**config.mk**
```make
export PLATFORM = sky130hd
export DESIGN_NAME = bil_lane
export DESIGN_NICKNAME = d
export VERILOG_FILES = /design/src/sv/bil_pkg.sv /design/src/sv/bil_lane.sv
export SDC_FILE = /design/constraint.sdc
export NUM_CORES = 2
export LEC_CHECK = 0
export BUFFER_PORTS_ARGS = -buffer_cell sky130_fd_sc_hd__buf_2
export CORE_ASPECT_RATIO = 2
export CORE_MARGIN = 4
export CORE_UTILIZATION = 40
export DETAILED_ROUTE_END_ITERATION = 10
export GPL_TIMING_DRIVEN = 0
export MAX_ROUTING_LAYER = met4
export PLACE_DENSITY_LB_ADDON = 0.3
export REMOVE_ABC_BUFFERS = 1
export SLEW_MARGIN = 0
export SYNTH_ARGS = -nofsm -noshare
export SYNTH_HDL_FRONTEND = slang
export SYNTH_SLANG_ARGS = --single-unit
```
**constraint.sdc**
```tcl
create_clock -name clk -period 12.9 [get_ports clk]
set_input_delay 1.29 -clock clk [delete_from_list [all_inputs] [get_ports clk]]
set_output_delay 1.29 -clock clk [all_outputs]
set_load 0.05 [all_outputs]
```
**src/sv/bil_pkg.sv**
```systemverilog
// Shared types and constants for the bilinear integer upscaler.
// Holds the word layouts, register indexes and arithmetic widths.
// No dependencies.
package bil_pkg;

    localparam int DEF_MAX_WIDTH  = 128;
    localparam int DEF_MAX_HEIGHT = 128;

    localparam int PIX_W  = 8;
    localparam int CRD_W  = 10;
    localparam int DIM_W  = 11;
    localparam int CFG_W  = 8;
    localparam int IDX_W  = 2;
    localparam int NX_W   = CRD_W + CFG_W;
    localparam int DEN_W  = 2 * DIM_W;
    localparam int TB_W   = PIX_W + DIM_W;
    localparam int NUMV_W = TB_W + DIM_W;
    localparam int QN_W   = NUMV_W + 1;
    localparam int LANES  = 4;

    localparam logic [IDX_W-1:0] CFG_SCALE  = 2'd0;
    localparam logic [IDX_W-1:0] CFG_WIDTH  = 2'd1;
    localparam logic [IDX_W-1:0] CFG_HEIGHT = 2'd2;

    localparam logic ACT_WRITE = 1'b0;
    localparam logic ACT_READ  = 1'b1;

    typedef struct packed {
        logic             action;
        logic [6:0]       in_x;
        logic [6:0]       in_y;
        logic [CRD_W-1:0] out_x;
        logic [CRD_W-1:0] out_y;
        logic [PIX_W-1:0] channel_0;
        logic [PIX_W-1:0] channel_1;
        logic [PIX_W-1:0] channel_2;
        logic [PIX_W-1:0] channel_3;
    } req_t;

    typedef struct packed {
        logic             status;
        logic [PIX_W-1:0] result_channel_0;
        logic [PIX_W-1:0] result_channel_1;
        logic [PIX_W-1:0] result_channel_2;
        logic [PIX_W-1:0] result_channel_3;
        logic [DIM_W-1:0] out_width;
        logic [DIM_W-1:0] out_height;
    } rsp_t;

    typedef struct packed {
        logic [DIM_W-1:0] dx;
        logic [DIM_W-1:0] rx;
        logic [DIM_W-1:0] dy;
        logic [DIM_W-1:0] ry;
        logic [DEN_W-1:0] den;
    } wgt_t;

endpackage

```
**src/sv/bil_lane.sv**
```systemverilog
// One channel lane: exact bilinear blend and rounded division by den.
// Depends on bil_pkg for widths and the weight struct.
module bil_lane (
    input  logic                          clk,
    input  logic                          rst_n,
    input  logic                          start,
    input  bil_pkg::wgt_t                 wgt,
    input  logic [bil_pkg::PIX_W-1:0]     p00,
    input  logic [bil_pkg::PIX_W-1:0]     p10,
    input  logic [bil_pkg::PIX_W-1:0]     p01,
    input  logic [bil_pkg::PIX_W-1:0]     p11,
    output logic                          busy,
    output logic [bil_pkg::PIX_W-1:0]     result
);
    import bil_pkg::*;

    localparam logic [3:0] CNT_NUM = 4'd9;

    logic [TB_W-1:0]   top_reg, bot_reg;
    logic [QN_W-1:0]   rem_reg, dsh_reg;
    logic [PIX_W-1:0]  q_reg;
    logic [3:0]        cnt_reg;
    logic              busy_reg;
    logic [DIM_W-1:0]  wx0, wy0;
    logic [TB_W-1:0]   top_c, bot_c;
    logic [NUMV_W-1:0] num_c;

    always_comb
    begin
        wx0   = wgt.dx - wgt.rx;
        wy0   = wgt.dy - wgt.ry;
        top_c = TB_W'(p00) * TB_W'(wx0) + TB_W'(p10) * TB_W'(wgt.rx);
        bot_c = TB_W'(p01) * TB_W'(wx0) + TB_W'(p11) * TB_W'(wgt.rx);
        num_c = NUMV_W'(top_reg) * NUMV_W'(wy0) + NUMV_W'(bot_reg) * NUMV_W'(wgt.ry);
    end

    always_ff @(posedge clk or negedge rst_n)
    begin
        if (!rst_n)
        begin
            busy_reg <= 1'b0;
            cnt_reg  <= '0;
        end
        else if (start)
        begin
            busy_reg <= 1'b1;
            cnt_reg  <= CNT_NUM;
        end
        else if (busy_reg)
        begin
            cnt_reg <= cnt_reg - 1'b1;
            if (cnt_reg == 4'd1)
                busy_reg <= 1'b0;
        end
    end

    always_ff @(posedge clk)
    begin
        if (start)
        begin
            top_reg <= top_c;
            bot_reg <= bot_c;
        end
        else if (busy_reg && cnt_reg == CNT_NUM)
        begin
            rem_reg <= {num_c, 1'b0} + QN_W'(wgt.den);
            dsh_reg <= QN_W'({wgt.den, 8'b0});
            q_reg   <= '0;
        end
        else if (busy_reg)
        begin
            if (rem_reg >= dsh_reg)
            begin
                rem_reg <= rem_reg - dsh_reg;
                q_reg   <= {q_reg[PIX_W-2:0], 1'b1};
            end
            else
                q_reg   <= {q_reg[PIX_W-2:0], 1'b0};
            dsh_reg <= dsh_reg >> 1;
        end
    end

    assign busy   = busy_reg;
    assign result = q_reg;
endmodule

```
Yosys cells after proc, flatten, opt, wreduce, memory -nomap -nowiden:

Index checks and enable logic that the tools add are counted.

* bitwise operators: 1
* reductions and logical operators: 6
* multiply operators: 6
* muxes and demuxes: 12
* shift-type cells: 0
* magnitude comparators: 1
* equal/unequal tests: 2
* divide/modulo/power cells: 0
* add/sub/neg operators: 8

Operators with widths (number)
* two-way mux 31 bit: 3
* multiplier 8 x 11 -> 19 bit: 4
* multiplier 19 x 11 -> 30 bit: 2
* two-way mux 30 bit: 2
* adder 19 bit: 2
* adder 31 x 22 -> 31 bit: 1
* >= comparator 31 x 30 -> 1 bit: 1
* subtractor 31 x 30 -> 31 bit: 1
* adder 30 bit: 1
* subtractor 11 bit: 2
* two-way mux 4 bit: 2
* two-way mux 8 bit: 1
* nonzero test 2 bit: 3
* == test 4 x 1 -> 1 bit (second input constant): 1
* == test 4 bit (second input constant): 1
* two-way mux 1 bit: 4
* subtractor 4 x 1 -> 4 bit (second input constant): 1
* AND reduction 3 bit: 1
* AND reduction 2 bit: 1
* logical AND 1 bit: 1
* NOT 1 bit: 1

* bits in writable memories: 0
* word-level logic and storage cells: 44
* memories kept: 0
* latch bits: 0
* memory bits (read-only): 0
* register bits: 112

Longest topological paths before layout:

* depth in word-level cells: 5
* gate-level depth with buffers: 42
* depth with buffers taken out: 41

Worst setup path before layout:

No wires, ideal clock.

* path type: input to register
* from: input port wgt[23] in the netlist's numbering
* to: register rem_reg[24] (data pin)
* slack: 1997 ps
* library setup time: 256 ps
* stages on the path: 40
* arrival: 10647 ps
* path through: clkbuf_1 > inv_1 > fa_1 > a21o_1 > a21oi_1 > o21ai_0 > a21oi_1 > nor2b_1 > o21a_1 > o21ai_0 > nand2b_1 > a21oi_1 > xnor2_1 > clkbuf_1 > nand2_1 > fa_1 > fa_1 > fa_1 > (+4 left out) > fa_1 > ha_1 > nand2_1 > nor2_2 > a221oi_1 > nand2_1 > xor2_1 > ha_1 > a21o_1 > a31o_2 > a22o_1 > a31o_2 > a221oi_1 > o21ai_0 > nand3b_1 > xnor2_1 > nor2_1 > a31o_2

* longest elaborated chain between the ends: 5
* elaborated cells on any way between the ends: 6
* classes of those cells: add/sub (3); mul (2); mux (1)

RTL lines
* start: declaration: line bil_lane.sv:7 `input bil_pkg::wgt_t wgt,`
* subtractor 11 bit: line bil_lane.sv:31 `wy0 = wgt.dy - wgt.ry;`
* multiplier 19 x 11 -> 30 bit: line bil_lane.sv:34 `num_c = NUMV_W'(top_reg) * NUMV_W'(wy0) + NUMV_W'(bot_reg) * NUMV_W'(wgt.ry);`
* adder 30 bit (*): line bil_lane.sv:34
* adder 31 x 22 -> 31 bit (*): line bil_lane.sv:66 `rem_reg <= {num_c, 1'b0} + QN_W'(wgt.den);`
* two-way mux 31 bit (*): line bil_lane.sv:64 `else if (busy_reg && cnt_reg == CNT_NUM)`
* end signal: assignment: line bil_lane.sv:66
* end signal: assignment: line bil_lane.sv:74 `rem_reg <= rem_reg - dsh_reg;`
* end: declaration: line bil_lane.sv:20 `logic [QN_W-1:0] rem_reg, dsh_reg;`

Mark *: on every way between the ends. The rest lies on a longest branch, timed or not.
A chain may end at the register's enable or synchronous reset.

Final worst setup path:

* from: input port wgt[22] in the netlist's numbering
* to: register rem_reg[24] (data pin)

The elaborated chain is that of the path after synthesis.

==> metrics.txt <==
worst skew pair latency=0.42 ns; Max-Cap Viols=0; clock transition at the registers of the reported paths=0.10 ns; critical path peak fanout=20; DRC Markers=0; async set or reset register ratio after synthesis=0.0446; die height=407 µm; final setup skew=0.0212 ns; first-pass GRT wire length=133000 µm; # IOs=110; Overflow after GRT=0; CTS Hold Bufs=0; max reg flops=31; CP peak stage delay=0.59 ns; Synth Area in Compound Gates=0.0708; layout cells sized above 1=0.0560; CTS sink count=112; Worst Path Arrival=12.18 ns; Slew @ Worst Pin=1.17 ns; Final nets=4501; clock root buffer=clkbuf_16; EDFF count, synth=107; critical path's most frequent cell=fa_1; largest net degree at the start of global routing=86; Mapped Cells=3446; nature of the critical path endpoint=flip-flop; post-synthesis mux area share=0.000942; vias in the first global route=25541; maximum clock path buffer count=2; CP startpoint kind=input pin; vias=23067; final hold violations=0; die area=84600 µm²; synth-to-layout area growth=6.41%; die width=208 µm; Synth Flop Type=edfxtp_1; vias per cell=5.14; Mean Syn Cell Area=9.25 µm²; Critical Path RT=13.07 ns; final WL=82700 µm; TritonCTS clock tree=yes; CP Class=input pin to flip-flop; max-slew violations=0; register bit total from synthesis=112; main combinational cell family by area after synthesis=adder cells; Placed Cells=4467; f_max=0.0833 GHz; num rows=146; placed inst area=33600 µm²; Starting DRT DRC Count=925; worst min path class=flip-flop to flip-flop; post-CTS setup buffers=0; port bufs=109; final design area excluding fillers=33900 µm²; yosys warns=0; DP HPWL=70500 µm; Tot GR Track Use=0.205; post_cts resized=0; Seq/Total Area, Yosys=0.105; H-Tree Depth=3; unrepaired setup endpoints after global routing=false; Synth Area in Simple Gates=0.159; status=finished clean; Cell Count, Final, Fillers Out=4486; Slew HR=0.222; Cell Area, Synth=31900 µm²; commonest non-fill, non-tap cell in the layout=inv_1; core area=79100 µm²; Placer Congestion=0.859; XOR/XNOR Fraction of Synth Area=0.0360; TritonRoute pass-1 iters=7; routed length per placed instance=18.4 µm; most frequent cells in the layout=inv_1 (725), fa_1 (638), nand2_1 (488); final setup violation count=0; Starting Density=0.403; Adder-Cell Fraction of Synth Area=0.526; Hold WS=0.557 ns; shortest period the worst path allows=12.01 ns; crit share post-route=0.931; initial antenna violation count=4; Synth cell types=72; TritonCTS Buffers=9; Slowest-stage cell, CP=a221oi_1; Core Util, Final=0.429; Final ANT Viol Nets=0
==> stage by stage <==
stage               setup TNS [ns]  setup WS, ns
global route                     0         0.211
detailed placement               0         0.414
CTS                              0         0.836
floorplan                        0          2.16
global placement            -0.814        -0.240
finish                           0         0.889
==> worst max-delay path: cells and delay by family <==
kind	cells	cell delay [ns]
compound gates	15	3.88
buf+inv	5	0.67
simple gates	8	1.07
fa+ha+maj	11	4.86
xor+xnor	3	0.41
==> cell usage after synthesis (all sizes together), types with 4 or more instances <==
master,count,area [µm²]
a2111oi,4,41.3
nand3b,4,30.0
xor2,45,394
nand2b,34,213
fa,638,12800
dfrtp,5,125
a31o,7,61.3
or3,11,73.8
ha,320,4000
nand4,8,50.1
a21boi,8,60.1
and2,336,2100
nor2,78,298
o31a,5,43.8
xnor2,86,753
a21o,44,330
o21bai,16,120
o41ai,4,50.1
nor2b,35,219
a31oi,8,62.6
nand2,488,1830
o31ai,8,78.8
and3,7,43.8
inv,725,2720
clkbuf,138,518
o21ai,73,365
buf,5,21.3
a211oi,8,77.6
o2111ai,6,65.1
a221oi,4,35.0
edfxtp,107,3210
o21a,22,165
nand3,16,85.1
a21oi,99,507
nor3,15,86.3
==> final cells by class <==
type	instances	area, µm²
fill	7848	45200
sequential	112	3340
tap	1036	1300
inverter	725	2720
timing repair buffer	128	818
clock buffer	9	225
multi-input combinational	2466	25400
clock inverter	7	98.8
antenna	3	7.51
==> kinds of logic (layout without fill, tap and decap cells) <==
| kind of cell | after synthesis | in the layout |
|---|---|---|
| simple gates | 1038 | 1038 |
| fa+ha+maj | 958 | 958 |
| buf+inv | 868 | 869 |
| compound gates | 336 | 336 |
| xor+xnor | 131 | 131 |
| flops | 112 | 112 |
| mux | 3 | 3 |
| other cells | 0 | 3 |
==> final timing paths <==
check | endpoint | slack [ns] | cells after the start | start
setup / recovery | rem_reg[24]$_DFFE_PP_ | 0.89 | 42 | wgt[22]
hold / removal | result[2]$_SDFFCE_PP0P_ | 0.56 | 1 | result[1]$_SDFFCE_PP0P_
setup reg to reg | rem_reg[24]$_DFFE_PP_ | 3.73 | 28 | top_reg[6]$_DFFE_PP_
hold reg to reg | result[2]$_SDFFCE_PP0P_ | 0.56 | 1 | result[1]$_SDFFCE_PP0P_
max in group asynchronous | busy$_DFF_PN0_ | 12.12 | 1 | rst_n
min in group asynchronous | cnt_reg[2]$_DFFE_PN0P_ | 0.66 | 1 | rst_n
==> layer usage <==
layer | part of all wire | track usage
met4 | 0.061 | 0.103
met3 | 0.025 | 0.0162
met2 | 0.59 | 0.403
met5 | 0 | -
met1 | 0.33 | 0.197
Power is left out: the tool's default activity adds up to more than one toggle a clock period on the data nets, which glitch-free logic cannot reach.
