### src/sv/bil_div.sv
// Restoring divider, one quotient bit per cycle.
// Depends on nothing beyond its parameters.
module bil_div #(
    parameter int NUM_W = 18,
    parameter int DEN_W = 11
) (
    input  logic             clk,
    input  logic             rst_n,
    input  logic             start,
    input  logic [NUM_W-1:0] num,
    input  logic [DEN_W-1:0] den,
    output logic             busy,
    output logic [NUM_W-1:0] quo,
    output logic [DEN_W-1:0] rem
);
    localparam int CNT_W = $clog2(NUM_W + 1);

    logic [NUM_W-1:0] q_reg, q_next;
    logic [DEN_W-1:0] r_reg, r_next;
    logic [DEN_W-1:0] d_reg;
    logic [CNT_W-1:0] cnt_reg, cnt_next;
    logic             busy_reg, busy_next;
    logic [DEN_W:0]   trial;

    always_comb
    begin
        trial     = {r_reg, q_reg[NUM_W-1]};
        q_next    = q_reg;
        r_next    = r_reg;
        cnt_next  = cnt_reg;
        busy_next = busy_reg;
        if (start)
        begin
            q_next    = num;
            r_next    = '0;
            cnt_next  = CNT_W'(NUM_W);
            busy_next = 1'b1;
        end
        else if (busy_reg)
        begin
            if (trial >= {1'b0, d_reg})
            begin
                r_next = DEN_W'(trial - {1'b0, d_reg});
                q_next = {q_reg[NUM_W-2:0], 1'b1};
            end
            else
            begin
                r_next = trial[DEN_W-1:0];
                q_next = {q_reg[NUM_W-2:0], 1'b0};
            end
            cnt_next = cnt_reg - 1'b1;
            if (cnt_reg == CNT_W'(1))
                busy_next = 1'b0;
        end
    end

    always_ff @(posedge clk or negedge rst_n)
    begin
        if (!rst_n)
        begin
            busy_reg <= 1'b0;
            cnt_reg  <= '0;
        end
        else
        begin
            busy_reg <= busy_next;
            cnt_reg  <= cnt_next;
        end
    end

    always_ff @(posedge clk)
    begin
        q_reg <= q_next;
        r_reg <= r_next;
        if (start)
            d_reg <= den;
    end

    assign busy = busy_reg;
    assign quo  = q_reg;
    assign rem  = r_reg;
endmodule

### config.mk
export PLATFORM = sky130hd
export DESIGN_NAME = bil_div
export DESIGN_NICKNAME = d
export VERILOG_FILES = /design/src/sv/bil_div.sv
export SDC_FILE = /design/constraint.sdc
export NUM_CORES = 1
export LEC_CHECK = 0
export BUFFER_PORTS_ARGS = -buffer_cell sky130_fd_sc_hd__buf_2
export CAP_MARGIN = 15
export CORE_ASPECT_RATIO = 0.7
export CORE_MARGIN = 1.5
export CORE_UTILIZATION = 50
export CTS_BUF_LIST = sky130_fd_sc_hd__clkbuf_2
export DETAILED_ROUTE_END_ITERATION = 8
export PLACE_DENSITY_LB_ADDON = 0.05
export SLEW_MARGIN = 30
export SYNTH_ARGS = -nofsm -noshare
export SYNTH_HDL_FRONTEND = slang
export SYNTH_SLANG_ARGS = --single-unit
### constraint.sdc
create_clock -name clk -period 2.1 [get_ports clk]
set_input_delay 0.21 -clock clk [delete_from_list [all_inputs] [get_ports clk]]
set_output_delay 0.21 -clock clk [all_outputs]
set_load 0.02 [all_outputs]
---- Word level (Yosys, flattened, before mapping) ----
Index checks and enable logic that the tools add are counted.
storage, ports and cells
  logic and storage cells ................. 19
  input port bits ......................... 32
  output and inout bits ................... 30
  flip-flop bits (word level) ............. 46
cells by class
  order comparisons ....................... 1
  eq/ne operators ......................... 1
  $add $sub $neg .......................... 2
  mux-type cells .......................... 9
  reduce and logical (&&, ||, !) cells .... 1
operators by type and width
  cell                                                                 count
  18-bit 2-to-1 mux                                                    2
  12-bit by 11-bit >= comparator with 1-bit output                     1
  11-bit 2-to-1 mux                                                    1
  11-bit subtractor                                                    1
  5-bit 2-to-1 mux                                                     2
  5-bit by 1-bit == test with 1-bit output (second input constant)     1
  5-bit by 1-bit subtractor with 5-bit output (second input constant)  1
  1-bit 2-to-1 mux                                                     4
  2-bit nonzero test                                                   1

---- Depth between registers and ports, before layout ----
Gate-level depths: netlist (run 1).
  word-level depth ........................ 4
  mapped depth ............................ 10
  depth with buffers taken out ............ 9

---- Worst setup path after synthesis (run 1) ----
Ideal clock, no wire load.
  kind .................................... flip-flop to flip-flop
  from .................................... reg q_reg[17], in the netlist quo[17]
  to ...................................... reg r_reg[0], in the netlist rem[0]
  slack ................................... -256 ps
  period minus slack after synthesis ...... 2356 ps
  path buffers ............................ 0
  library setup time ...................... 79 ps
  required time ........................... 2021 ps
  cell stages (with the launch flop) ...... 10
  data arrival time ....................... 2277 ps
  cells stage by stage .................... edfxtp_1 inv_1 ha_1 fa_1 nor2b_1 o31a_1 o21ai_2 o21ai_2 mux2_4 a211oi_2
on the way
  word-level cells in the longest chain between the ends .. 2
  elaborated cells on any way between the ends .. 3
  those cells by class .................... add/sub: 1; order compare: 1; mux: 1
ends and longest elaborated chain
  what                                                                                          line    text
  from (decl)                                                                                   18      logic [NUM_W-1:0] q_reg, q_next;
  from (signal assigned)                                                                        73      q_reg <= q_next;
  11-bit subtractor / 12-bit by 11-bit >= comparator with 1-bit output (equally long branches)  43, 41
  11-bit 2-to-1 mux (*)                                                                         41      if (trial >= {1'b0, d_reg})
  to (signal assigned)                                                                          74      r_reg <= r_next;
  to (decl)                                                                                     19      logic [DEN_W-1:0] r_reg, r_next;
Every way passes the cells marked *; elsewhere a longest branch is shown, timed or not.
A chain may end at the register's enable or synchronous reset.

---- Worst setup path after layout (run 1) ----
  from .................................... reg d_reg[0]
  to ...................................... reg r_reg[9], in the netlist rem[9]
on the way
  word-level cells in the longest chain between the ends .. 2
  elaborated cells on any way between the ends .. 3
  those cells by class .................... add/sub: 1; order compare: 1; mux: 1
ends and longest elaborated chain
  what                                                                                          line    text
  from (decl)                                                                                   20      logic [DEN_W-1:0] d_reg;
  from (signal assigned)                                                                        76      d_reg <= den;
  11-bit subtractor / 12-bit by 11-bit >= comparator with 1-bit output (equally long branches)  43, 41
  11-bit 2-to-1 mux (*)                                                                         41
Marks and branches as above.

==> results of run 1 <==
[routing by layer]
metal,vias up,routed length [um],track usage [%]
li1,1034,-,-
met1,991,2810,31.2
met2,50,2670,33.8
met3,8,244,4.26
met4,0,66,6.94
met5,-,0,0
[stage by stage]
| stage | setup TNS [ns] | util (%) | hold slack (ns) |
|---|---|---|---|
| final | -1.25 | 75.9 | 0.0636 |
| after global routing | -2.14 | 75.9 | 0.0315 |
| after CTS | -0.871 | 72.2 | 0.0435 |
| after detailed placement | -2.25 | 65.9 | 0.0414 |
| after global placement | -1.81 | 65.9 | 0.0403 |
| after floorplan | -1.80 | - | -0.0856 |
[synth_stat cells, types with 2 or more instances]
cell / n / area [um2]
sky130_fd_sc_hd__or3_2: 3 / 22.5
sky130_fd_sc_hd__xnor2_1: 8 / 70.1
sky130_fd_sc_hd__a311oi_1: 2 / 17.5
sky130_fd_sc_hd__nand2_1: 8 / 30.0
sky130_fd_sc_hd__nand3_1: 5 / 25.0
sky130_fd_sc_hd__nor2_1: 18 / 67.6
sky130_fd_sc_hd__ha_1: 13 / 163
sky130_fd_sc_hd__a21oi_1: 4 / 20.0
sky130_fd_sc_hd__o22ai_1: 2 / 12.5
sky130_fd_sc_hd__nor2b_1: 2 / 12.5
sky130_fd_sc_hd__edfxtp_1: 29 / 871
sky130_fd_sc_hd__mux2i_1: 7 / 70.1
sky130_fd_sc_hd__o31a_1: 2 / 17.5
sky130_fd_sc_hd__inv_1: 16 / 60.1
sky130_fd_sc_hd__o21ai_0: 11 / 55.1
sky130_fd_sc_hd__o2111ai_1: 2 / 17.5
sky130_fd_sc_hd__nand2b_1: 6 / 37.5
sky130_fd_sc_hd__o211ai_1: 2 / 15.0
sky130_fd_sc_hd__o21a_1: 2 / 15.0
sky130_fd_sc_hd__a211oi_1: 7 / 52.6
sky130_fd_sc_hd__nor3_1: 2 / 10.0
sky130_fd_sc_hd__dfrtp_1: 6 / 150
sky130_fd_sc_hd__clkbuf_1: 7 / 26.3
sky130_fd_sc_hd__mux2_2: 18 / 203
sky130_fd_sc_hd__dfxtp_1: 11 / 220
sky130_fd_sc_hd__o21ai_2: 2 / 17.5
[worst register-to-register path, stage by stage (launching register included)]
cell and delay [ns]:
sky130_fd_sc_hd__edfxtp_1 0.47, sky130_fd_sc_hd__ha_4 0.19, sky130_fd_sc_hd__fa_2 0.34, sky130_fd_sc_hd__nor2b_2 0.14, sky130_fd_sc_hd__o31a_1 0.16, sky130_fd_sc_hd__o21ai_2 0.09, sky130_fd_sc_hd__o21ai_4 0.29, sky130_fd_sc_hd__buf_4 0.18
sky130_fd_sc_hd__o21ai_2 0.05, sky130_fd_sc_hd__a311oi_1 0.26
[what timing repair did]
item	4_1_cts	5_1_grt
buffers inserted	4	8
pin swaps	6	10
resized for setup	13	24
endpoints found under the hold margin	17	0
hold buffers	12	0
endpoints found under the setup margin	12	12
[cell type report]
cell class	instances	area, um2
Multi-Input combinational cell	144	1320
Sequential cell	46	1240
Fill cell	355	1150
Timing Repair Buffer	125	847
Tap cell	69	86.3
Inverter	17	65.1
Clock inverter	2	37.5
Clock buffer	6	30.0
[power by group]
| part | total (W) | leakage, nW | switching (W) | internal [W] |
|---|---|---|---|---|
| combinational | 0.00245 | 1.12 | 0.00116 | 0.00129 |
| sequential | 0.00126 | 0.458 | 0.000123 | 0.00114 |
| clock | 0.000495 | 0.0392 | 0.000289 | 0.000206 |
| total | 0.00421 | 1.62 | 0.00158 | 0.00263 |
[placed cells by master (no fill, tap or decap), types with 2 or more instances in the layout]
master                           n
sky130_fd_sc_hd__nand2_1         7
sky130_fd_sc_hd__nand2b_1        6
sky130_fd_sc_hd__a21oi_2         2
sky130_fd_sc_hd__a211oi_1        4
sky130_fd_sc_hd__ha_1            7
sky130_fd_sc_hd__o21ai_1         2
sky130_fd_sc_hd__o21ai_0         7
sky130_fd_sc_hd__nor2_1         18
sky130_fd_sc_hd__buf_4          46
sky130_fd_sc_hd__inv_1          14
sky130_fd_sc_hd__dfrtp_1         6
sky130_fd_sc_hd__mux2_2         17
sky130_fd_sc_hd__edfxtp_1       29
sky130_fd_sc_hd__or3_2           3
sky130_fd_sc_hd__buf_2          61
sky130_fd_sc_hd__o21a_1          2
sky130_fd_sc_hd__buf_6           5
sky130_fd_sc_hd__mux2i_1         6
sky130_fd_sc_hd__clkbuf_2        6
sky130_fd_sc_hd__a21oi_1         2
sky130_fd_sc_hd__dlygate4sd3_1  12
sky130_fd_sc_hd__nand3_1         5
sky130_fd_sc_hd__o31a_1          2
sky130_fd_sc_hd__o21ai_2         3
sky130_fd_sc_hd__nor3_1          2
sky130_fd_sc_hd__dfxtp_1        10
sky130_fd_sc_hd__a211oi_2        4
sky130_fd_sc_hd__inv_2           2
sky130_fd_sc_hd__o211ai_1        2
sky130_fd_sc_hd__mux2_4          2
sky130_fd_sc_hd__o22ai_1         2
sky130_fd_sc_hd__a311oi_1        2
sky130_fd_sc_hd__ha_4            6
sky130_fd_sc_hd__xnor2_1         8
[worst paths after layout]
check	start	end	slack, ns	cells past startpoint
hold reg to reg	cnt_reg[4]$_DFFE_PN0P_	cnt_reg[4]$_DFFE_PN0P_	0.56	2
setup / recovery	d_reg[0]$_DFFE_PP_	rem[9]$_SDFFE_PP0P_	-0.13	9
max in group asynchronous	rst_n	cnt_reg[1]$_DFFE_PN0P_	1.86	2
hold / removal	num[9]	quo[9]$_DFFE_PP_	0.06	2
setup reg to reg	d_reg[0]$_DFFE_PP_	rem[9]$_SDFFE_PP0P_	-0.13	9
min in group asynchronous	rst_n	cnt_reg[4]$_DFFE_PN0P_	0.09	2
[kinds of logic after synthesis]
logic type / count (synthesis) / synth area share [%]
simple gates: 56 / 12.9
flops: 46 / 49.7
fa+ha+maj: 14 / 7.32
buf+inv: 26 / 4.31
xor+xnor: 9 / 3.16
mux: 26 / 11.5
compound gates: 39 / 11.0
==> impl_metrics.py, run 1 <==
metrics = {
    "yosys": {
        "syn-mean-instance-area_um2": 11.6,
        "ys_ff_latch": 46,
        "yosys_warnings": 0,
        "synth_area_um2": 2500,
        "synthDistinctLibCells": 47,
        "synth_seq_area_share_pct": 49.7,
        "synthArstFlopShare_pct": 13.0,
        "yosys_most_used_dff": "sky130_fd_sc_hd__edfxtp_1",
        "syn_inst": 216,
        "syn_nets": 262,
        "synth_enable_flop_cells": 29,
    },
    "clocking": {
        "ctsHtreeMaxLevel": 2,
        "cts-root-buf": "sky130_fd_sc_hd__clkbuf_2",
        "number_of_buffers_added_by_the_clock_tree_synthesis_step": 5,
        "tritoncts": "done",
        "clk_pin_slew_ns": 0.23,
        "numClockSinks": 46,
        "clock_insertion_delay_worst_skew_ns": 0.43,
        "clockBufferDepth": 2,
    },
    "layout": {
        "layout.cell_area.non_filler_um2": 3630,
        "post_route_cells_drive_above_1_share_pct": 51.8,
        "diodes": 0,
        "post_layout_nonfiller_instances": 409,
        "largest_reg_flops": 18,
        "synthesis_to_finish_area_growth_pct": 45.3,
        "nNetsFinal": 385,
    },
    "sta": {
        "post_route_clock_period_utilization_pct": 106,
        "fin_skew_ns": 0.00714,
        "fin_crit_ns": 2.23,
        "slew_headroom_pct": 72.6,
        "setup_repair_after_global_routing_missed_its_margin": "yes",
        "hold_violations": 0,
        "tightestPinTransition_ns": 0.412,
        "achievable-frequency_mhz": 448,
        "timing.final.setup_violations": 12,
        "report.final.slew_viol_count": 0,
        "final.setup.worst_slack_ns": -0.130,
    },
    "flow_run": {
        "maxCapViolations": 0,
    },
    "global_routing": {
        "initial_antenna_violation_count": 0,
        "grt_usage_pct": 21.9,
        "grt_first_pass_wirelength_mm": 9.19,
        "first_global_vias": 1999,
        "residual_overflow_from_global_routing": 0,
        "grt_start_max_net_pins": 28,
    },
    "critical_path": {
        "path_buf_inv": 1,
        "cp_max_fo": 7,
        "critical_path.top_delay_family": "compound AO/OA/AOI/OAI gates",
        "path_class": "reg2reg",
        "critical_path_required_ns": 2.45,
        "most_repeated_library_cell_on_the_critical_path": "sky130_fd_sc_hd__o21ai_2",
        "critical_path_arrival_ns": 2.58,
        "crit_path_top_delay_cell": "sky130_fd_sc_hd__edfxtp_1",
        "slowest_delay_ns": 0.47,
        "start_kind": "register",
        "crit_path_end_kind": "register",
        "crit_chain": "ha_4 -> fa_2 -> nor2b_2 -> o31a_1 -> o21ai_2 -> o21ai_4 -> buf_4 -> o21ai_2 -> a311oi_1",
    },
    "power": {
        "total_power_w": 0.00421,
        "ir_worst_vdd_v": 0.000964,
        "power_leakage_nw": 1.62,
        "power-per-cell-area_nw_per_um2": 1160,
    },
    "die": {
        "die_w_um": 87.5,
        "fp-row-count": 21,
        "height_of_the_chip_um": 62.1,
        "start_util_pct": 52.2,
        "pin_count": 62,
        "design.core.area_um2": 4780,
        "dieArea_um2": 5430,
    },
    "placement": {
        "dpl_cell_area_um2": 3150,
        "buffer_ports.inserted": 61,
        "place_congestion": 0.859,
        "dpl.cell_count": 377,
        "detailed_place_hpwl_mm": 3.89,
        "preCtsSetupSlack_ns": -0.222,
    },
    "worst_hold_path": {
        "hold_path_class": "in2reg",
    },
    "status": {
        "violated_checks": "negative setup slack",
        "status": "finished, violations left",
    },
    "drt": {
        "drc_errors": 0,
        "final_antenna_net_count": 0,
        "drt-total-wl_mm": 5.79,
        "drt-pass1-iter-count": 4,
        "detail_route.wl_per_cell_um": 14.2,
        "via_count": 2083,
        "dr.first_iter.drc_count": 84,
        "routed_via_density": 5.09,
    },
}
(Power assumes the default switching activity.)
==> run 2, diff against run 1 <==
ABC_AREA = 1   (was not set)
==> run 2 against run 1 <==
Against the previous run:
- largest cell class is now registers
- die area increased by 7.6%
- final cell count is 21% higher
- via count rose by 15%
- critical path type unchanged
- largest power group unchanged
- critical endpoint is now rem[10]$_SDFFE_PP0P_
- the run now ends clean
==> impl_metrics.py, run 2 <==
metrics = {
    "yosys": {
        "synthArstFlopShare_pct": 13.0,
        "synth_enable_flop_cells": 29,
        "synth_area_um2": 2700,
        "yosys_warnings": 0,
        "syn_inst": 335,
        "synthDistinctLibCells": 32,
        "ys_top_cells_by_area": "sky130_fd_sc_hd__edfxtp_1, sky130_fd_sc_hd__nand2_1, sky130_fd_sc_hd__dfxtp_1",
        "netlist.top_cell.by_area": "sky130_fd_sc_hd__edfxtp_1",
        "yosysMostFrequentCell": "sky130_fd_sc_hd__nand2_1",
        "syn_nets": 381,
        "syn-mean-instance-area_um2": 8.05,
        "ys_top_cells_by_count": "sky130_fd_sc_hd__nand2_1, sky130_fd_sc_hd__inv_1, sky130_fd_sc_hd__edfxtp_1",
        "synth_seq_area_share_pct": 46.1,
        "yosys_most_used_dff": "sky130_fd_sc_hd__edfxtp_1",
        "ys_ff_latch": 46,
        "synth_top_area_share_pct": 32.3,
    },
    "clocking": {
        "clockBufferDepth": 2,
        "cts-root-buf": "sky130_fd_sc_hd__clkbuf_2",
        "clk_pin_slew_ns": 0.28,
        "numClockSinks": 46,
        "clock_insertion_delay_worst_skew_ns": 0.44,
        "ctsHtreeMaxLevel": 2,
        "number_of_buffers_added_by_the_clock_tree_synthesis_step": 5,
        "tritoncts": "done",
        "cts_setup_buffers": 0,
    },
    "power": {
        "power_leakage_nw": 1.79,
        "power_frac_seq_pct": 34.4,
        "total_power_w": 0.00368,
        "power.clock.fraction_pct": 14.5,
        "cellInternalPower_w": 0.00204,
        "power_switching_w": 0.00164,
        "ir_worst_vdd_v": 0.000469,
        "power.share.switching_pct": 44.5,
        "comb_power_share_pct": 51.1,
        "power-per-cell-area_nw_per_um2": 1090,
    },
    "drt": {
        "drc_errors": 0,
        "routed_via_density": 4.84,
        "drt-total-wl_mm": 6.41,
        "final_antenna_net_count": 0,
        "via_count": 2397,
        "detail_route.wl_per_cell_um": 12.9,
        "dr.first_iter.drc_count": 116,
        "drt-pass1-iter-count": 4,
    },
    "layout": {
        "post_route_cells_drive_above_1_share_pct": 24.3,
        "diodes": 0,
        "layout.cells.most_common": "sky130_fd_sc_hd__nand2_1",
        "layout_common_cells": "sky130_fd_sc_hd__nand2_1, sky130_fd_sc_hd__buf_2, sky130_fd_sc_hd__inv_1",
        "nNetsFinal": 468,
        "synthesis_to_finish_area_growth_pct": 25.6,
        "largest_reg_flops": 18,
    },
    "die": {
        "pin_count": 62,
        "start_util_pct": 51.5,
        "dieArea_um2": 5850,
        "fp-row-count": 22,
        "design.core.area_um2": 5230,
        "die_w_um": 90.8,
        "height_of_the_chip_um": 64.4,
    },
    "critical_path": {
        "rr_startpoint": "quo[17]$_DFFE_PP_",
        "crit_path_start": "quo[17]$_DFFE_PP_",
        "r2r_cells": 11,
        "critical_path.reg2reg.endpoint": "rem[10]$_SDFFE_PP0P_",
        "critical_path_arrival_ns": 2.31,
        "reg2reg_setup_slack_ns": 0.19,
        "start_kind": "register",
        "path_class": "reg2reg",
        "cp_max_fo": 6,
        "endpoint": "rem[10]$_SDFFE_PP0P_",
        "critical_path_required_ns": 2.50,
        "crit_path_end_kind": "register",
    },
    "sta": {
        "fin_skew_ns": 0.0204,
        "slew_headroom_pct": 55.7,
        "post_route_clock_period_utilization_pct": 90.9,
        "setup_repair_after_global_routing_missed_its_margin": "no",
        "timing.final.setup_violations": 0,
        "totalNegativeSetupSlack_ns": 0,
        "report.final.slew_viol_count": 0,
        "fin_crit_ns": 1.91,
        "tightestPinTransition_ns": 0.664,
        "hold_violations": 0,
        "hold_ws_ns": 0.0182,
        "achievable-frequency_mhz": 524,
    },
    "global_routing": {
        "first_global_vias": 2282,
        "residual_overflow_from_global_routing": 0,
        "grt_usage_pct": 23.0,
        "initial_antenna_violation_count": 0,
        "grt_start_max_net_pins": 25,
        "grt_first_pass_wirelength_mm": 10.6,
    },
    "placement": {
        "buffer_ports.inserted": 61,
        "detailed_place_hpwl_mm": 4.35,
        "place_congestion": 0.856,
    },
    "worst_hold_path": {
        "hold_path_class": "in2reg",
    },
    "flow_run": {
        "maxCapViolations": 0,
    },
    "status": {
        "status": "finished, final reports clean",
    },
}
==> run 2: cell types whose count changed in the layout (fill, tap and decap cells not counted), moves of 8 or more <==
cell / change
sky130_fd_sc_hd__nand2_1: +114
sky130_fd_sc_hd__mux2_2: -17
sky130_fd_sc_hd__nand3_1: +21
sky130_fd_sc_hd__dlygate4sd3_1: +8
sky130_fd_sc_hd__buf_4: -38
sky130_fd_sc_hd__nand4_1: +13
sky130_fd_sc_hd__inv_1: +36
sky130_fd_sc_hd__nand2_2: +9
==> run 2: worst min-delay path by stage <==
stage | start | cells after the start | end
6_report | num[11] | 3 | quo[11]$_DFFE_PP_
5_1_grt | num[15] | 3 | quo[15]$_DFFE_PP_
4_1_cts | num[9] | 3 | quo[9]$_DFFE_PP_
3_5_place_dp | rst_n | 1 | cnt_reg[3]$_DFFE_PN0P_
3_3_place_gp | rst_n | 1 | cnt_reg[3]$_DFFE_PN0P_
2_1_floorplan | rst_n | 0 | busy$_DFF_PN0_
==> run 2: worst max-delay path, cell delays in order, from the launching register on <==
cell                       delay [ns]
sky130_fd_sc_hd__edfxtp_1        0.40
sky130_fd_sc_hd__inv_1           0.06
sky130_fd_sc_hd__ha_1            0.22
sky130_fd_sc_hd__fa_1            0.40
sky130_fd_sc_hd__inv_1           0.09
sky130_fd_sc_hd__nand3_1         0.08
sky130_fd_sc_hd__nand3_2         0.14
sky130_fd_sc_hd__nand2_4         0.10
sky130_fd_sc_hd__buf_4           0.17
sky130_fd_sc_hd__nand4_1         0.09
sky130_fd_sc_hd__nand3_1         0.08
sky130_fd_sc_hd__nand2_1         0.06
==> run 2: layout make-up <==
type / count / area [um2]
fill: 486 / 1850
clock buffer: 5 / 25.0
clock inverter: 3 / 48.8
tap: 72 / 90.1
sequential: 46 / 1240
multi-input combinational: 228 / 1220
inverter: 52 / 195
timing repair buffer: 89 / 566
==> run 2: timing repair <==
action / 4_1_cts / 5_1_grt
gates resized for setup: 0 / 3
hold buffers: 18 / 2
endpoints found under the setup margin: 0 / 12
endpoints found under the hold margin: 23 / 2
==> run 2: logic make-up (layout without fill, tap and decap cells) <==
family          after synthesis  count (layout)  synth area share (%)
compound gates               13              13                  2.69
xor+xnor                      3               3                 0.975
fa+ha+maj                    14              14                  6.78
buf+inv                      62             149                  9.89
flops                        46              46                  46.1
simple gates                197             198                  33.6
==> run 2: power groups by stage <==
stage	Combinational (W)	Clock [W]	Sequential (W)
CTS	0.00182	0.000546	0.00127
finish	0.00188	0.000534	0.00126
global placement	0.00177	0	0.00128
floorplan	0.00128	0	0.00143
global route	0.00209	0.000576	0.00129
detailed placement	0.00179	0	0.00128
==> run 2: layer usage <==
layer	track usage [%]	vias up	routed length [um]
li1	-	1244	-
met2	35.1	67	2760
met1	32.9	1080	3190
met5	0	-	0
met3	5.05	6	364
met4	6.94	0	93
==> run 2: per-stage QoR <==
| step | cells | utilization [%] | area, um2 | setup slack (ns) |
|---|---|---|---|---|
| 3_5_place_dp | 466 | 58.9 | 3080 | 0.0820 |
| 3_3_place_gp | 466 | 58.9 | 3080 | 0.143 |
| 6_report | 495 | 64.7 | 3380 | 0.190 |
| 2_1_floorplan | 335 | - | 2700 | 0.110 |
| 5_1_grt | 495 | 64.7 | 3380 | 0.0300 |
| 4_1_cts | 492 | 63.7 | 3330 | 0.0498 |
==> run 3, diff against run 2 <==
MAX_ROUTING_LAYER = met4   (was not set)
PLACE_DENSITY = 0.87   (was not set)
PLACE_DENSITY_LB_ADDON = not set   (was 0.05)
==> run 3 against run 2 <==
Against the previous run:
- clock power up 2%
- worst hold slack improved by 0.0072 ns
- global-route usage grew 1.3 points
- sequential share of layout area rose by 0.78 points
- largest power group unchanged
- routed wire length is 0.81% higher
- sequential power hardly changed
- final area down 2.1%
- register-to-register slack worse by 0.04 ns
- clock skew increased by 0.0054 ns
- sequential cell count unchanged
==> impl_metrics.py, run 3 (same netlist as run 2, synthesis figures left out) <==
metrics = {
    "drt": {
        "routed_via_density": 5.00,
        "final_antenna_net_count": 0,
        "drt-total-wl_mm": 6.46,
        "via_count": 2446,
        "drc_errors": 0,
        "dr.first_iter.drc_count": 169,
        "drt-pass1-iter-count": 4,
        "detail_route.wl_per_cell_um": 13.2,
    },
    "critical_path": {
        "path_class": "reg2reg",
        "critical_path_arrival_ns": 2.38,
        "crit_chain": "inv_1 -> ha_1 -> fa_2 -> inv_1 -> nand3_1 -> nand3_2 -> nand2_2 -> nand4_2 -> nand2_2 -> nand3_1 -> nand2_1",
        "critical_path_required_ns": 2.52,
        "critical_path.top_delay_family": "simple AND/OR/NAND/NOR gates",
        "rr_startpoint": "quo[17]$_DFFE_PP_",
        "path_buf_inv": 2,
        "crit_path_end_kind": "register",
        "start_kind": "register",
        "cp_max_fo": 6,
        "slowest_delay_ns": 0.46,
        "crit_path_top_delay_cell": "sky130_fd_sc_hd__edfxtp_1",
        "crit_path_start": "quo[17]$_DFFE_PP_",
    },
    "die": {
        "pin_count": 62,
        "dieArea_um2": 5850,
        "height_of_the_chip_um": 64.4,
        "die_w_um": 90.8,
        "design.core.area_um2": 5230,
        "start_util_pct": 51.5,
        "fp-row-count": 22,
    },
    "clocking": {
        "clk_pin_slew_ns": 0.29,
        "ctsHtreeMaxLevel": 2,
        "cts-root-buf": "sky130_fd_sc_hd__clkbuf_2",
        "clock_insertion_delay_worst_skew_ns": 0.45,
        "clockBufferDepth": 2,
        "number_of_buffers_added_by_the_clock_tree_synthesis_step": 5,
        "numClockSinks": 46,
        "tritoncts": "done",
    },
    "layout": {
        "synthesis_to_finish_area_growth_pct": 23.0,
        "diodes": 0,
        "layout_common_cells": "sky130_fd_sc_hd__nand2_1, sky130_fd_sc_hd__buf_2, sky130_fd_sc_hd__inv_1",
        "layout.cells.most_common": "sky130_fd_sc_hd__nand2_1",
        "post_route_cells_drive_above_1_share_pct": 25.2,
        "layout.cell_area.non_filler_um2": 3310,
        "nNetsFinal": 462,
        "finish.utilization_pct": 63.4,
        "largest_reg_flops": 18,
    },
    "placement": {
        "dpl_cell_area_um2": 3070,
        "place_congestion": 0.958,
        "buffer_ports.inserted": 61,
        "detailed_place_hpwl_mm": 4.50,
    },
    "sta": {
        "post_route_clock_period_utilization_pct": 93.1,
        "fin_skew_ns": 0.0258,
        "timing.final.setup_violations": 0,
        "hold_violations": 0,
        "achievable-frequency_mhz": 512,
        "tightestPinTransition_ns": 0.615,
        "report.final.slew_viol_count": 0,
        "fin_crit_ns": 1.95,
        "totalNegativeSetupSlack_ns": 0,
        "slew_headroom_pct": 59.0,
    },
    "global_routing": {
        "residual_overflow_from_global_routing": 0,
        "initial_antenna_violation_count": 0,
        "grt_start_max_net_pins": 23,
        "grt_first_pass_wirelength_mm": 10.7,
        "grtUsageMet2_pct": 36.8,
        "groute.layer.met1.usage_pct": 33.2,
        "first_global_vias": 2282,
        "global_route.peak_usage_layer": "met2",
        "grt_usage_pct": 24.3,
        "groute.layer.met3.usage_pct": 5.05,
    },
    "flow_run": {
        "maxCapViolations": 0,
    },
    "power": {
        "power-per-cell-area_nw_per_um2": 1120,
        "comb_power_share_pct": 51.1,
        "power.share.switching_pct": 44.9,
        "ir_worst_vdd_v": 0.000405,
        "power_leakage_nw": 1.75,
        "power_frac_seq_pct": 34.3,
        "power_switching_w": 0.00167,
        "cellInternalPower_w": 0.00205,
        "power.clock.fraction_pct": 14.6,
    },
    "worst_hold_path": {
        "min-delay-start": "num[17]",
        "hold_path_class": "in2reg",
    },
    "status": {
        "status": "finished, final reports clean",
    },
}
[run 3: cell type report]
class / count / area (um2)
Multi-Input combinational cell: 228 / 1210
Sequential cell: 46 / 1240
Timing Repair Buffer: 83 / 507
Tap cell: 72 / 90.1
Fill cell: 465 / 1920
Clock inverter: 3 / 48.8
Inverter: 52 / 195
Clock buffer: 5 / 25.0
[run 3: worst min-delay path, cell delays in order]
cell and delay, ns:
sky130_fd_sc_hd__buf_2 0.07, sky130_fd_sc_hd__nand2_1 0.04, sky130_fd_sc_hd__nand2_1 0.07
[run 3: layer usage]
metal / wire [um] / share of wire (%)
met5: 0 / 0
met4: 55 / 0.85
met3: 529 / 8.2
met2: 2920 / 45
met1: 2950 / 46
[run 3: worst paths after layout]
path | to | slack (ns) | cells past startpoint
min reg2reg | rem[4]$_SDFFE_PP0P_ | 0.51 | 2
max | rem[0]$_SDFFE_PP0P_ | 0.15 | 11
min | quo[17]$_DFFE_PP_ | 0.03 | 3
max reg2reg | rem[0]$_SDFFE_PP0P_ | 0.15 | 11
max in group asynchronous | busy$_DFF_PN0_ | 1.89 | 2
min in group asynchronous | cnt_reg[1]$_DFFE_PN0P_ | 0.05 | 2
[run 3: what timing repair did]
item / in CTS / in global routing
endpoints found under the hold margin: 18 / 0
gates resized for setup: 0 / 3
endpoints found under the setup margin: 1 / 12
hold buffers: 13 / 0
cloned: 1 / 0
buffers inserted: 0 / 2
[run 3: per-stage QoR]
| step | instances | hold slack, ns | power (W) | worst slack [ns] |
|---|---|---|---|---|
| after floorplan | 335 | -0.0856 | 0.00272 | 0.110 |
| after global placement | 465 | 0.0372 | 0.00305 | 0.155 |
| after detailed placement | 465 | 0.0389 | 0.00309 | 0.0521 |
| after CTS | 487 | 0.00489 | 0.00368 | 0.0278 |
| after global routing | 489 | 0.000241 | 0.00402 | -0.000441 |
| final | 489 | 0.0254 | 0.00373 | 0.145 |
[run 3: power groups by stage]
stage / Sequential, W / Clock (W) / Combinational (W)
CTS: 0.00128 / 0.000554 / 0.00185
detailed placement: 0.00130 / 0 / 0.00180
global route: 0.00130 / 0.000588 / 0.00213
floorplan: 0.00143 / 0 / 0.00128
finish: 0.00128 / 0.000545 / 0.00191
global placement: 0.00129 / 0 / 0.00176
